--- src/design/vgmcsp_pkg.sv ---
// ----------------------------------------------------------------------------
// vgmcsp_pkg
// Shared types and constants for the VGM command stream parser.
// ----------------------------------------------------------------------------
package vgmcsp_pkg;

	localparam int BYTE_W      = 8;
	localparam int WAIT_W      = 16;
	localparam int FIFO_DEPTH  = 4;
	localparam int FIFO_PTR_W  = $clog2(FIFO_DEPTH);
	localparam int FIFO_CNT_W  = $clog2(FIFO_DEPTH + 1);

	localparam logic [BYTE_W-1:0] OP_WAIT_LONG = 8'd97;
	localparam logic [BYTE_W-1:0] OP_WAIT_NTSC = 8'd98;
	localparam logic [BYTE_W-1:0] OP_WAIT_PAL  = 8'd99;
	localparam logic [BYTE_W-1:0] OP_END       = 8'd102;
	localparam logic [BYTE_W-1:0] OP_WRITE     = 8'd160;
	localparam logic [3:0]        OP_SHORT_HI  = 4'h7;

	localparam logic [WAIT_W-1:0] WAIT_NTSC    = 16'd735;
	localparam logic [WAIT_W-1:0] WAIT_PAL     = 16'd882;

	localparam logic [BYTE_W-1:0] MUTE_ADDR    = 8'd7;
	localparam logic [BYTE_W-1:0] MUTE_VALUE   = 8'b11111111;

	typedef enum logic [1:0] {
		EV_WRITE   = 2'd0,
		EV_WAIT    = 2'd1,
		EV_END     = 2'd2,
		EV_UNKNOWN = 2'd3
	} event_kind_t;

	typedef struct packed {
		event_kind_t         kind;
		logic [BYTE_W-1:0]   reg_address;
		logic [BYTE_W-1:0]   reg_value;
		logic [WAIT_W-1:0]   wait_samples;
		logic                run_last;
	} event_t;

	// up to two events from one byte, already compacted into slot a first
	typedef struct packed {
		logic [1:0] count;
		event_t     ev_a;
		event_t     ev_b;
	} push_t;

endpackage

--- src/design/vgmcsp_parser.sv ---
// ----------------------------------------------------------------------------
// vgmcsp_parser
// Parse phase machine: decodes one stream byte per beat into up to two events.
// ----------------------------------------------------------------------------
module vgmcsp_parser (
	input  logic                              clk,
	input  logic                              arst_n,
	input  logic                              accept,
	input  logic [vgmcsp_pkg::BYTE_W-1:0]     stream_byte,
	input  logic                              final_byte,
	output vgmcsp_pkg::push_t                 push
);
	import vgmcsp_pkg::*;

	typedef enum logic [1:0] {
		PH_OPCODE = 2'd0,
		PH_ARG1   = 2'd1,
		PH_ARG2   = 2'd2
	} phase_t;

	phase_t            phase_q, phase_d;
	logic              is_write_q, is_write_d;
	logic [BYTE_W-1:0] first_arg_q, first_arg_d;

	logic   cmd_valid;
	event_t cmd_ev;
	event_t mute_ev;

	always_comb begin
		phase_d     = phase_q;
		is_write_d  = is_write_q;
		first_arg_d = first_arg_q;
		cmd_valid   = 1'b0;
		cmd_ev      = '0;

		case (phase_q)
			PH_ARG1: begin
				first_arg_d = stream_byte;
				phase_d     = PH_ARG2;
			end
			PH_ARG2: begin
				cmd_valid = 1'b1;
				if (is_write_q) begin
					cmd_ev.kind        = EV_WRITE;
					cmd_ev.reg_address = first_arg_q;
					cmd_ev.reg_value   = stream_byte;
				end else begin
					cmd_ev.kind         = EV_WAIT;
					cmd_ev.wait_samples = {stream_byte, first_arg_q};
				end
				phase_d = PH_OPCODE;
			end
			default: begin
				phase_d = PH_OPCODE;
				case (stream_byte)
					OP_WAIT_LONG: begin
						is_write_d = 1'b0;
						phase_d    = PH_ARG1;
					end
					OP_WRITE: begin
						is_write_d = 1'b1;
						phase_d    = PH_ARG1;
					end
					OP_WAIT_NTSC: begin
						cmd_valid           = 1'b1;
						cmd_ev.kind         = EV_WAIT;
						cmd_ev.wait_samples = WAIT_NTSC;
					end
					OP_WAIT_PAL: begin
						cmd_valid           = 1'b1;
						cmd_ev.kind         = EV_WAIT;
						cmd_ev.wait_samples = WAIT_PAL;
					end
					OP_END: begin
						cmd_valid   = 1'b1;
						cmd_ev.kind = EV_END;
					end
					default: begin
						cmd_valid = 1'b1;
						if (stream_byte[7:4] == OP_SHORT_HI) begin
							cmd_ev.kind         = EV_WAIT;
							cmd_ev.wait_samples = {12'd0, stream_byte[3:0]} + 16'd1;
						end else begin
							cmd_ev.kind      = EV_UNKNOWN;
							cmd_ev.reg_value = stream_byte;
						end
					end
				endcase
			end
		endcase

		cmd_ev.run_last = ~final_byte;

		if (final_byte) begin
			phase_d     = PH_OPCODE;
			is_write_d  = 1'b0;
			first_arg_d = '0;
		end
	end

	always_comb begin
		mute_ev             = '0;
		mute_ev.kind        = EV_WRITE;
		mute_ev.reg_address = MUTE_ADDR;
		mute_ev.reg_value   = MUTE_VALUE;
		mute_ev.run_last    = 1'b1;

		push = '0;
		if (accept) begin
			push.count = 2'({1'b0, cmd_valid} + {1'b0, final_byte});
			push.ev_a  = cmd_valid ? cmd_ev : mute_ev;
			push.ev_b  = mute_ev;
		end
	end

	always_ff @(posedge clk or negedge arst_n) begin
		if (!arst_n) begin
			phase_q     <= PH_OPCODE;
			is_write_q  <= 1'b0;
			first_arg_q <= '0;
		end else if (accept) begin
			phase_q     <= phase_d;
			is_write_q  <= is_write_d;
			first_arg_q <= first_arg_d;
		end
	end

endmodule

--- src/design/vgmcsp_event_fifo.sv ---
// ----------------------------------------------------------------------------
// vgmcsp_event_fifo
// Small result queue: takes up to two events a cycle, gives one per beat.
// ----------------------------------------------------------------------------
module vgmcsp_event_fifo (
	input  logic                clk,
	input  logic                arst_n,
	input  vgmcsp_pkg::push_t   push,
	output logic                room,
	output logic                out_valid,
	input  logic                out_ready,
	output vgmcsp_pkg::event_t  out_event
);
	import vgmcsp_pkg::*;

	event_t                mem_q [FIFO_DEPTH];
	logic [FIFO_PTR_W-1:0] wr_ptr_q;
	logic [FIFO_PTR_W-1:0] rd_ptr_q;
	logic [FIFO_CNT_W-1:0] count_q;
	logic                  pop;

	// room for a full two-event push
	assign room      = count_q <= FIFO_CNT_W'(FIFO_DEPTH - 2);
	assign out_valid = count_q != '0;
	assign out_event = mem_q[rd_ptr_q];
	assign pop       = out_valid && out_ready;

	always_ff @(posedge clk) begin
		if (push.count != 2'd0)
			mem_q[wr_ptr_q] <= push.ev_a;
		if (push.count == 2'd2)
			mem_q[wr_ptr_q + FIFO_PTR_W'(1)] <= push.ev_b;
	end

	always_ff @(posedge clk or negedge arst_n) begin
		if (!arst_n) begin
			wr_ptr_q <= '0;
			rd_ptr_q <= '0;
			count_q  <= '0;
		end else begin
			wr_ptr_q <= wr_ptr_q + FIFO_PTR_W'(push.count);
			if (pop)
				rd_ptr_q <= rd_ptr_q + FIFO_PTR_W'(1);
			count_q <= count_q + FIFO_CNT_W'(push.count) - FIFO_CNT_W'(pop);
		end
	end

endmodule

--- src/design/vgm_command_stream_parser.sv ---
// ----------------------------------------------------------------------------
// vgm_command_stream_parser
// An event is registered in the event queue when its byte is taken; m_tvalid offers it from there.
// Throughput: one byte per cycle; a final byte that also completes a command
// gives two beats, the queue takes the extra beat, and s_tready drops only
// while more than two events wait. The four-entry event queue sets the slack.
// Reset clears the parse phase, pending command and the event queue.
// ----------------------------------------------------------------------------
module vgm_command_stream_parser (
	input  logic        clk,
	input  logic        arst_n,

	input  logic        s_tvalid,
	output logic        s_tready,
	input  logic [7:0]  s_tdata,   // [7:0] stream_byte
	input  logic        s_tlast,   // final_byte

	output logic        m_tvalid,
	input  logic        m_tready,
	output logic [31:0] m_tdata,   // [7:0] reg_address, [15:8] reg_value, [31:16] wait_samples
	output logic [1:0]  m_tuser,   // [1:0] event_kind
	output logic        m_tlast    // run_last
);
	import vgmcsp_pkg::*;

	push_t  push;
	logic   room;
	logic   accept;
	event_t out_event;

	assign s_tready = room;
	assign accept   = s_tvalid && room;

	vgmcsp_parser u_parser (
		.clk         (clk),
		.arst_n      (arst_n),
		.accept      (accept),
		.stream_byte (s_tdata),
		.final_byte  (s_tlast),
		.push        (push)
	);

	vgmcsp_event_fifo u_fifo (
		.clk       (clk),
		.arst_n    (arst_n),
		.push      (push),
		.room      (room),
		.out_valid (m_tvalid),
		.out_ready (m_tready),
		.out_event (out_event)
	);

	assign m_tdata = {out_event.wait_samples, out_event.reg_value, out_event.reg_address};
	assign m_tuser = out_event.kind;
	assign m_tlast = out_event.run_last;

endmodule
--- config.mk ---
export PLATFORM = sky130hd
export DESIGN_NAME = vgm_command_stream_parser
export DESIGN_NICKNAME = d
export VERILOG_FILES = /design/src/design/vgmcsp_pkg.sv /design/src/design/vgmcsp_parser.sv /design/src/design/vgmcsp_event_fifo.sv /design/src/design/vgm_command_stream_parser.sv
export SDC_FILE = /design/constraint.sdc
export NUM_CORES = 1
export LEC_CHECK = 0
export BUFFER_PORTS_ARGS = -buffer_cell sky130_fd_sc_hd__clkbuf_2
export CAP_MARGIN = 20
export CORE_ASPECT_RATIO = 0.7
export CORE_MARGIN = 5
export CORE_UTILIZATION = 50
export CTS_CLUSTER_SIZE = 8
export DETAILED_ROUTE_END_ITERATION = 6
export GPL_TIMING_DRIVEN = 1
export PLACE_DENSITY = 0.72
export SKIP_LAST_GASP = 1
export SYNTH_ARGS = -nofsm -noshare
export SYNTH_HDL_FRONTEND = slang
export SYNTH_HIERARCHICAL = 1
export SYNTH_SLANG_ARGS = --single-unit
export TNS_END_PERCENT = 5
--- constraint.sdc ---
create_clock -name clk -period 6.8 [get_ports clk]
set_input_delay 2.04 -clock clk [delete_from_list [all_inputs] [get_ports clk]]
set_output_delay 2.04 -clock clk [all_outputs]
set_load 0.005 [all_outputs]
# [Word level (Yosys, flattened, before mapping)]
# Memory sizes are Yosys's and may differ from the RTL's.
# Index checks and enable logic that the tools add are counted.
[word_totals] mem_count=1 ff_bits=18 ramBits=140 out_inout_bits=37 elab_cells=67
[memory_table] memory="u_fifo.mem_q" depth=4 width=35 rd=1 rd_ports_with_merged_regs=0 wr=2 line_no="vgmcsp_event_fifo.sv:16" text="event_t mem_q [FIFO_DEPTH];"
[classes] mux=28 bitwise_logic=1 add_sub_neg=7 n_lt_le_gt_ge=1 n_eq_ne=10 reduce_logical=13
[ops] operator="72-bit two-way mux" count=1
[ops] operator="16-bit two-way mux" count=3
[ops] operator="16-bit one-hot mux with 3 select lines" count=1
[ops] operator="24-bit one-hot mux with 2 select lines" count=1
[ops] operator="8-bit two-way mux" count=5
[ops] operator="35-bit two-way mux" count=1
[ops] operator="8-bit by 7-bit equality test with 1-bit output, second input constant" count=4
[ops] operator="1-bit two-way mux" count=9
[ops] operator="8-bit equality test, second input constant" count=1
[ops] operator="2-bit one-hot mux with 2 select lines" count=2
[ops] operator="2-bit one-hot mux with 3 select lines" count=1
[ops] operator="3-bit nonzero test" count=2
[ops] operator="2-bit OR reduction" count=3
[ops] operator="4-bit by 1-bit adder with 5-bit output, second input constant" count=1
[ops] operator="5-bit OR reduction" count=1
[ops] operator="2-bit by 1-bit adder with 2-bit output, second input constant" count=2
[ops] operator="2-bit equality test, second input constant" count=2
[ops] operator="4-bit by 3-bit equality test with 1-bit output, second input constant" count=1
[ops] operator="2-bit two-way mux" count=2
[ops] operator="1-bit one-hot mux with 2 select lines" count=2
[ops] operator="2-bit nonzero test" count=2
[ops] operator="3-bit by 2-bit adder with 3-bit output" count=1
[ops] operator="3-bit by 2-bit <= comparator with 1-bit output, second input constant" count=1
[ops] operator="3-bit AND reduction" count=1
[ops] operator="9 further kinds" count=10

# [Longest topological paths before layout]
[logic_depth] word_depth=9 ltp_mapped=15 depth_no_buf=13

# [Hierarchy]
# Netlist, hierarchy kept.
[by_module_without_submodules] module="vgmcsp_event_fifo" seq_area_each_um2=4379.2 cells_per_inst=378 area_each_um2=7185.6 n_inst=1
[by_module_without_submodules] module="vgmcsp_parser" seq_area_each_um2=275.3 cells_per_inst=205 area_each_um2=1631.6 n_inst=1
[by_module_without_submodules] module="vgm_command_stream_parser" seq_area_each_um2=0.0 cells_per_inst=1 area_each_um2=6.3 n_inst=1

# [Least setup slack after synthesis]
# Ideal clock, no wire load.
[synth_path] kind="input port to flip-flop" startpoint="input s_tdata[3]" endpoint="memory u_fifo/mem_q[0][0] (netlist bit), enable pin" n_path_buf=2 setup_ns=0.476 setup_slack_ns=-0.114 arrival_ns=6.438 cell_stages=9 cell_sequence="buf_2 -> or4b_4 -> buf_6 -> a211oi_2 -> nor2_1 -> ha_1 -> and2_1 -> o21bai_1 -> o21ai_0"
[synth_lines] item="start: declaration" line_no="vgm_command_stream_parser.sv:15" text="input logic [7:0] s_tdata,"
[synth_lines] item="end: declaration" line_no="vgmcsp_event_fifo.sv:16"

==> results.md <==
CTS:
- The number of clock buffers added by TritonCTS is 17.
- After clock tree synthesis, the flow added hold-fix buffers numbering 0.
- The clock tree buffer depth is 2.
- The clock transition time at the flip-flop clock pins of the worst setup and hold paths is roughly 60 ps.
- The number of gates given a new drive strength after cts is 0.
- CTS placed an instance of clkbuf_16 at the clock tree root.
- TritonCTS built the clock tree.
- CTS built an H-tree with a depth of 4.
- The clock net in this run drives a total of 158 sinks.
- The number of setup buffers added after CTS is 0.
- At the later pin of the worst-skew pair, clock insertion delay measures between 400 and 500 ps.

Power:
- The switching part of the total power is 30.49%.
- VDD sags by at most around 0.37 mV.
- The net switching power of the design is between 1 and 1.5 mW.
- The power density over cell area is 369.1 nW/µm².
- The analysis attributes to cell leakage a power of 3.705 nW.
- Internal power comes to 2.505 mW.
- The relative contribution of combinational cells to total power is between 30% and 40%.
- Of the total power, registers draw 39.6%.
- The clock network is responsible for 28.9% of the overall power.

Synthesis:
- Multiplexer cells account for 27.03% of the synthesized area.
- The part of the Yosys area used for sequential elements is between 50% and 60%.
- The share of the synthesized netlist area taken by xor and xnor gates is 0.5956%.
- The synthesized-area fraction occupied by ao, oa, aoi and oai cells is 5.303%.
- The library cell with the largest summed area after synthesis is edfxtp_1.
- The share of synthesized area in the top cell type comes to roughly 48%.
- Counting flops with an async set or reset pin after synthesis yields a share of 11.39%.
- The number of synthesized register bits is 158.
- The number of distinct library cells after synthesis is 60.
- The mapped cell area is 8823 µm².
- The largest family of logic cells by synthesized area is multiplexers.
- The main flop type after synthesis is edfxtp_1.
- The fraction of the mapped netlist area in adder cells is a little over 2%.
- Synthesis produced a netlist whose cell count is 584.
- Yosys mapped a number of flops with a built-in enable equal to 140.
- The count of synthesis-stage warnings from yosys is 6.
- A synthesized cell averages 15.11 µm².
- After synthesis, the cell types taking the most area are edfxtp_1 48%, mux2_2 18%, mux4_2 8.9%.
- The post-synthesis share of cell area spent on and, or, nand and nor gates is 5.559%.

Critical path:
- In this run the worst path has a maximum fanout of 26.
- The count of cells along the worst register-to-register path is 11.
- For the worst setup path, the data required time is 6930 ps.
- In this run the critical register-to-register path is launched from u_parser/phase_q[0].
- Across all register-to-register paths, the minimum setup slack is roughly 2100 ps.
- The critical path class is input pin to flip-flop.
- The arrival time of data at the critical path endpoint is 5770 ps.
- STA classifies the critical path startpoint as an input pin.
- STA classifies the critical path endpoint as a flip-flop.
- In this run the critical register-to-register path is captured at u_fifo/mem_q[0][11].

Global route:
- The total global routing track utilization is 20.23%.
- Global routing finished with a remaining overflow of 0.
- The number of antenna violations at the first check in global routing is 0.
- The first global-routing pass estimated 31300 µm of wire.
- Entering global routing, the biggest net connects 88 pins.
- The number of global-route vias before repair is 5414.

Timing:
- Between clock sinks in the finished design, the worst skew comes to 13.91 ps.
- The final count of pins violating max slew is 0.
- Setup violations remaining at the end of the flow were counted as 0.
- Based on the critical path, the design can be clocked at up to between 0.15 and 0.2 GHz.
- Summed over all failing endpoints, the final setup total negative slack is 0 ps.
- On the final layout, the worst hold slack is 478.2 ps.
- Setup repair after global routing left no endpoint under its margin.
- For the pin with the worst max-slew slack, the measured transition is 1037 ps.
- The final critical path time including I/O delays and setup is 5643 ps.
- In this run the tightest slew margin relative to its limit is 30.59%.
- The period utilization is 82.99%.
- The count of final hold-check violations is 0.

Cells and area:
- The fraction of layout instances using a drive strength above 1 is a little under half.
- Leaving out fill and tap cells, the most frequent cell in the layout is edfxtp_1.
- The fill cell instance count of the final layout is 1342.
- The antenna cell count is 0.
- The net total in the final layout is 641.
- The growth of design area from synthesis to finish is 10.66%.
- The finished cells cover around 10000 µm².
- The library cells used most frequently in the layout, excluding fill and tap cells, are 140 x edfxtp_1, 138 x mux2_2, 49 x clkbuf_2, 35 x mux4_2.
- The finished layout holds 858 standard cells, fillers aside.

Routing:
- The top routing layer in use is met4.
- The met2 wirelength from detailed routing is roughly 9300 µm.
- The wire length on met1 is 8627 µm.
- Summed over all nets, wire length on met3 after detailed routing comes to 1297 µm.
- For this run, design rule violations remaining after detail routing come to 0.
- In this run the remaining antenna-violating nets after routing total 0.
- The average wire per standard cell is 22.76 µm.
- The pre-antenna-repair detailed-routing pass consisted of 5 iterations.
- After the first detailed-routing iteration, the DRC count stood at 470.
- Using the TritonRoute via totals, the vias-per-cell ratio works out to 5.991.
- The via total after detailed routing is 5140.
- The final routed wirelength across all metal layers is ~20000 µm.

Floorplanning:
- For this configuration, the core starts out at a cell density of 51.10%.
- The die is roughly 170 µm wide.
- 50 I/O pins were placed.
- The placeable core area is 17270 µm².
- The standard-cell row count is 40.
- The floorplan step defined a die boundary enclosing roughly 20000 µm².
- The die boundary height is ~120 µm.

Flow run:
- Across the run, the number of max-cap violations was 0.

Outcome:
- The flow ran to the end, and the final reports show no timing, DRC or antenna violations.

Placed design:
- The instance area at placement is between 9000 and 10000 µm².
- The number of port buffers is 49.
- The HPWL after detailed placement is 12230 µm.
- The weighted congestion at the end of routability-driven global placement is roughly 0.9.
- The number of cells in the design after placement is 826.

Min path:
- The path category of the worst min-delay check is flip-flop to flip-flop.
- The number of cells on the worst hold path is 1.
- The worst hold path begins at u_fifo/rd_ptr_q[1].
- The path with the worst hold slack has its endpoint at u_fifo/rd_ptr_q[1].
==> worst max-delay path by stage <==
stage,startpoint,end,cells past startpoint
detailed placement,s_tdata[2],u_fifo/mem_q[0][16],10
global placement,s_tdata[2],u_fifo/mem_q[0][6],10
global route,s_tdata[3],u_fifo/mem_q[0][11],10
floorplan,s_tdata[3],u_fifo/mem_q[2][0],9
finish,s_tdata[3],u_fifo/mem_q[0][11],10
CTS,s_tdata[2],u_fifo/mem_q[0][11],10
==> metrics by stage <==
| step | util [%] | worst slack [ps] | power [mW] |
|---|---|---|---|
| 2_1_floorplan | - | 755.6 | 2.211 |
| 3_3_place_gp | 52.82 | 876.2 | 2.573 |
| 3_5_place_dp | 52.82 | 746.0 | 2.604 |
| 4_1_cts | 56.55 | 1197 | 3.646 |
| 5_1_grt | 56.55 | 1039 | 3.792 |
| 6_report | 56.55 | 1157 | 3.604 |
==> state kept, by name (all words and copies together) (netlist names) <==
register	flops
u_parser/phase_q	2
u_parser/first_arg_q	8
u_parser/is_write_q	1
u_fifo/wr_ptr_q	2
u_fifo/rd_ptr_q	2
u_fifo/mem_q	140
u_fifo/count_q	3
==> synth_stat cells (5+ instances only) <==
cell / instances
a22oi_1: 5
clkbuf_1: 12
o22ai_1: 9
a21oi_1: 11
a2bb2oi_1: 8
buf_6: 9
and3_1: 8
mux4_2: 35
xnor2_1: 5
inv_1: 23
o21ai_0: 5
ha_1: 13
buf_4: 38
edfxtp_1: 140
mux2_2: 138
buf_2: 13
dfrtp_1: 18
nor2_1: 9
nor3_1: 8
nor3b_1: 5
==> cell type report <==
class / instances / area, µm² / area share (%)
Clock buffer: 18 / 429.2 / 4.395
Multi-Input combinational cell: 352 / 3734 / 38.24
Inverter: 23 / 86.33 / 0.8842
Clock inverter: 14 / 215.2 / 2.204
Sequential cell: 158 / 4656 / 47.68
Tap cell: 231 / 289.0 / 2.960
Timing Repair Buffer: 62 / 355.3 / 3.639
==> routing by layer <==
layer	global-route usage [%]	vias up
li1	-	2297
met1	28.37	2611
met2	31.92	197
met3	4.624	35
met4	5.575	0
met5	0	-
==> worst max-delay path, cell delays in order <==
cell      delay (ps)
clkbuf_2         190
or4b_4           630
a211oi_2         240
buf_4            220
nor2_1           200
ha_1             340
and2_1           420
o21bai_1         260
o21ai_4          850
buf_4            350
==> power groups by stage <==
| stage | clock, mW | combinational (mW) | sequential [mW] |
|---|---|---|---|
| after floorplan | 0 | 0.830 | 1.38 |
| after global placement | 0 | 1.14 | 1.44 |
| after detailed placement | 0 | 1.15 | 1.45 |
| after CTS | 1.06 | 1.16 | 1.43 |
| after global routing | 1.10 | 1.24 | 1.45 |
| final | 1.04 | 1.14 | 1.43 |
==> cells by family (layout without fill, tap and decap cells) <==
kind of cell | Yosys count | count (layout)
compound gates | 63 | 63
xor+xnor | 6 | 6
mux | 177 | 177
simple gates | 69 | 69
fa+ha+maj | 14 | 14
other cells | 1 | 23
buf+inv | 96 | 117
flops | 158 | 158
No activity file was read; power rests on OpenSTA's default activity.
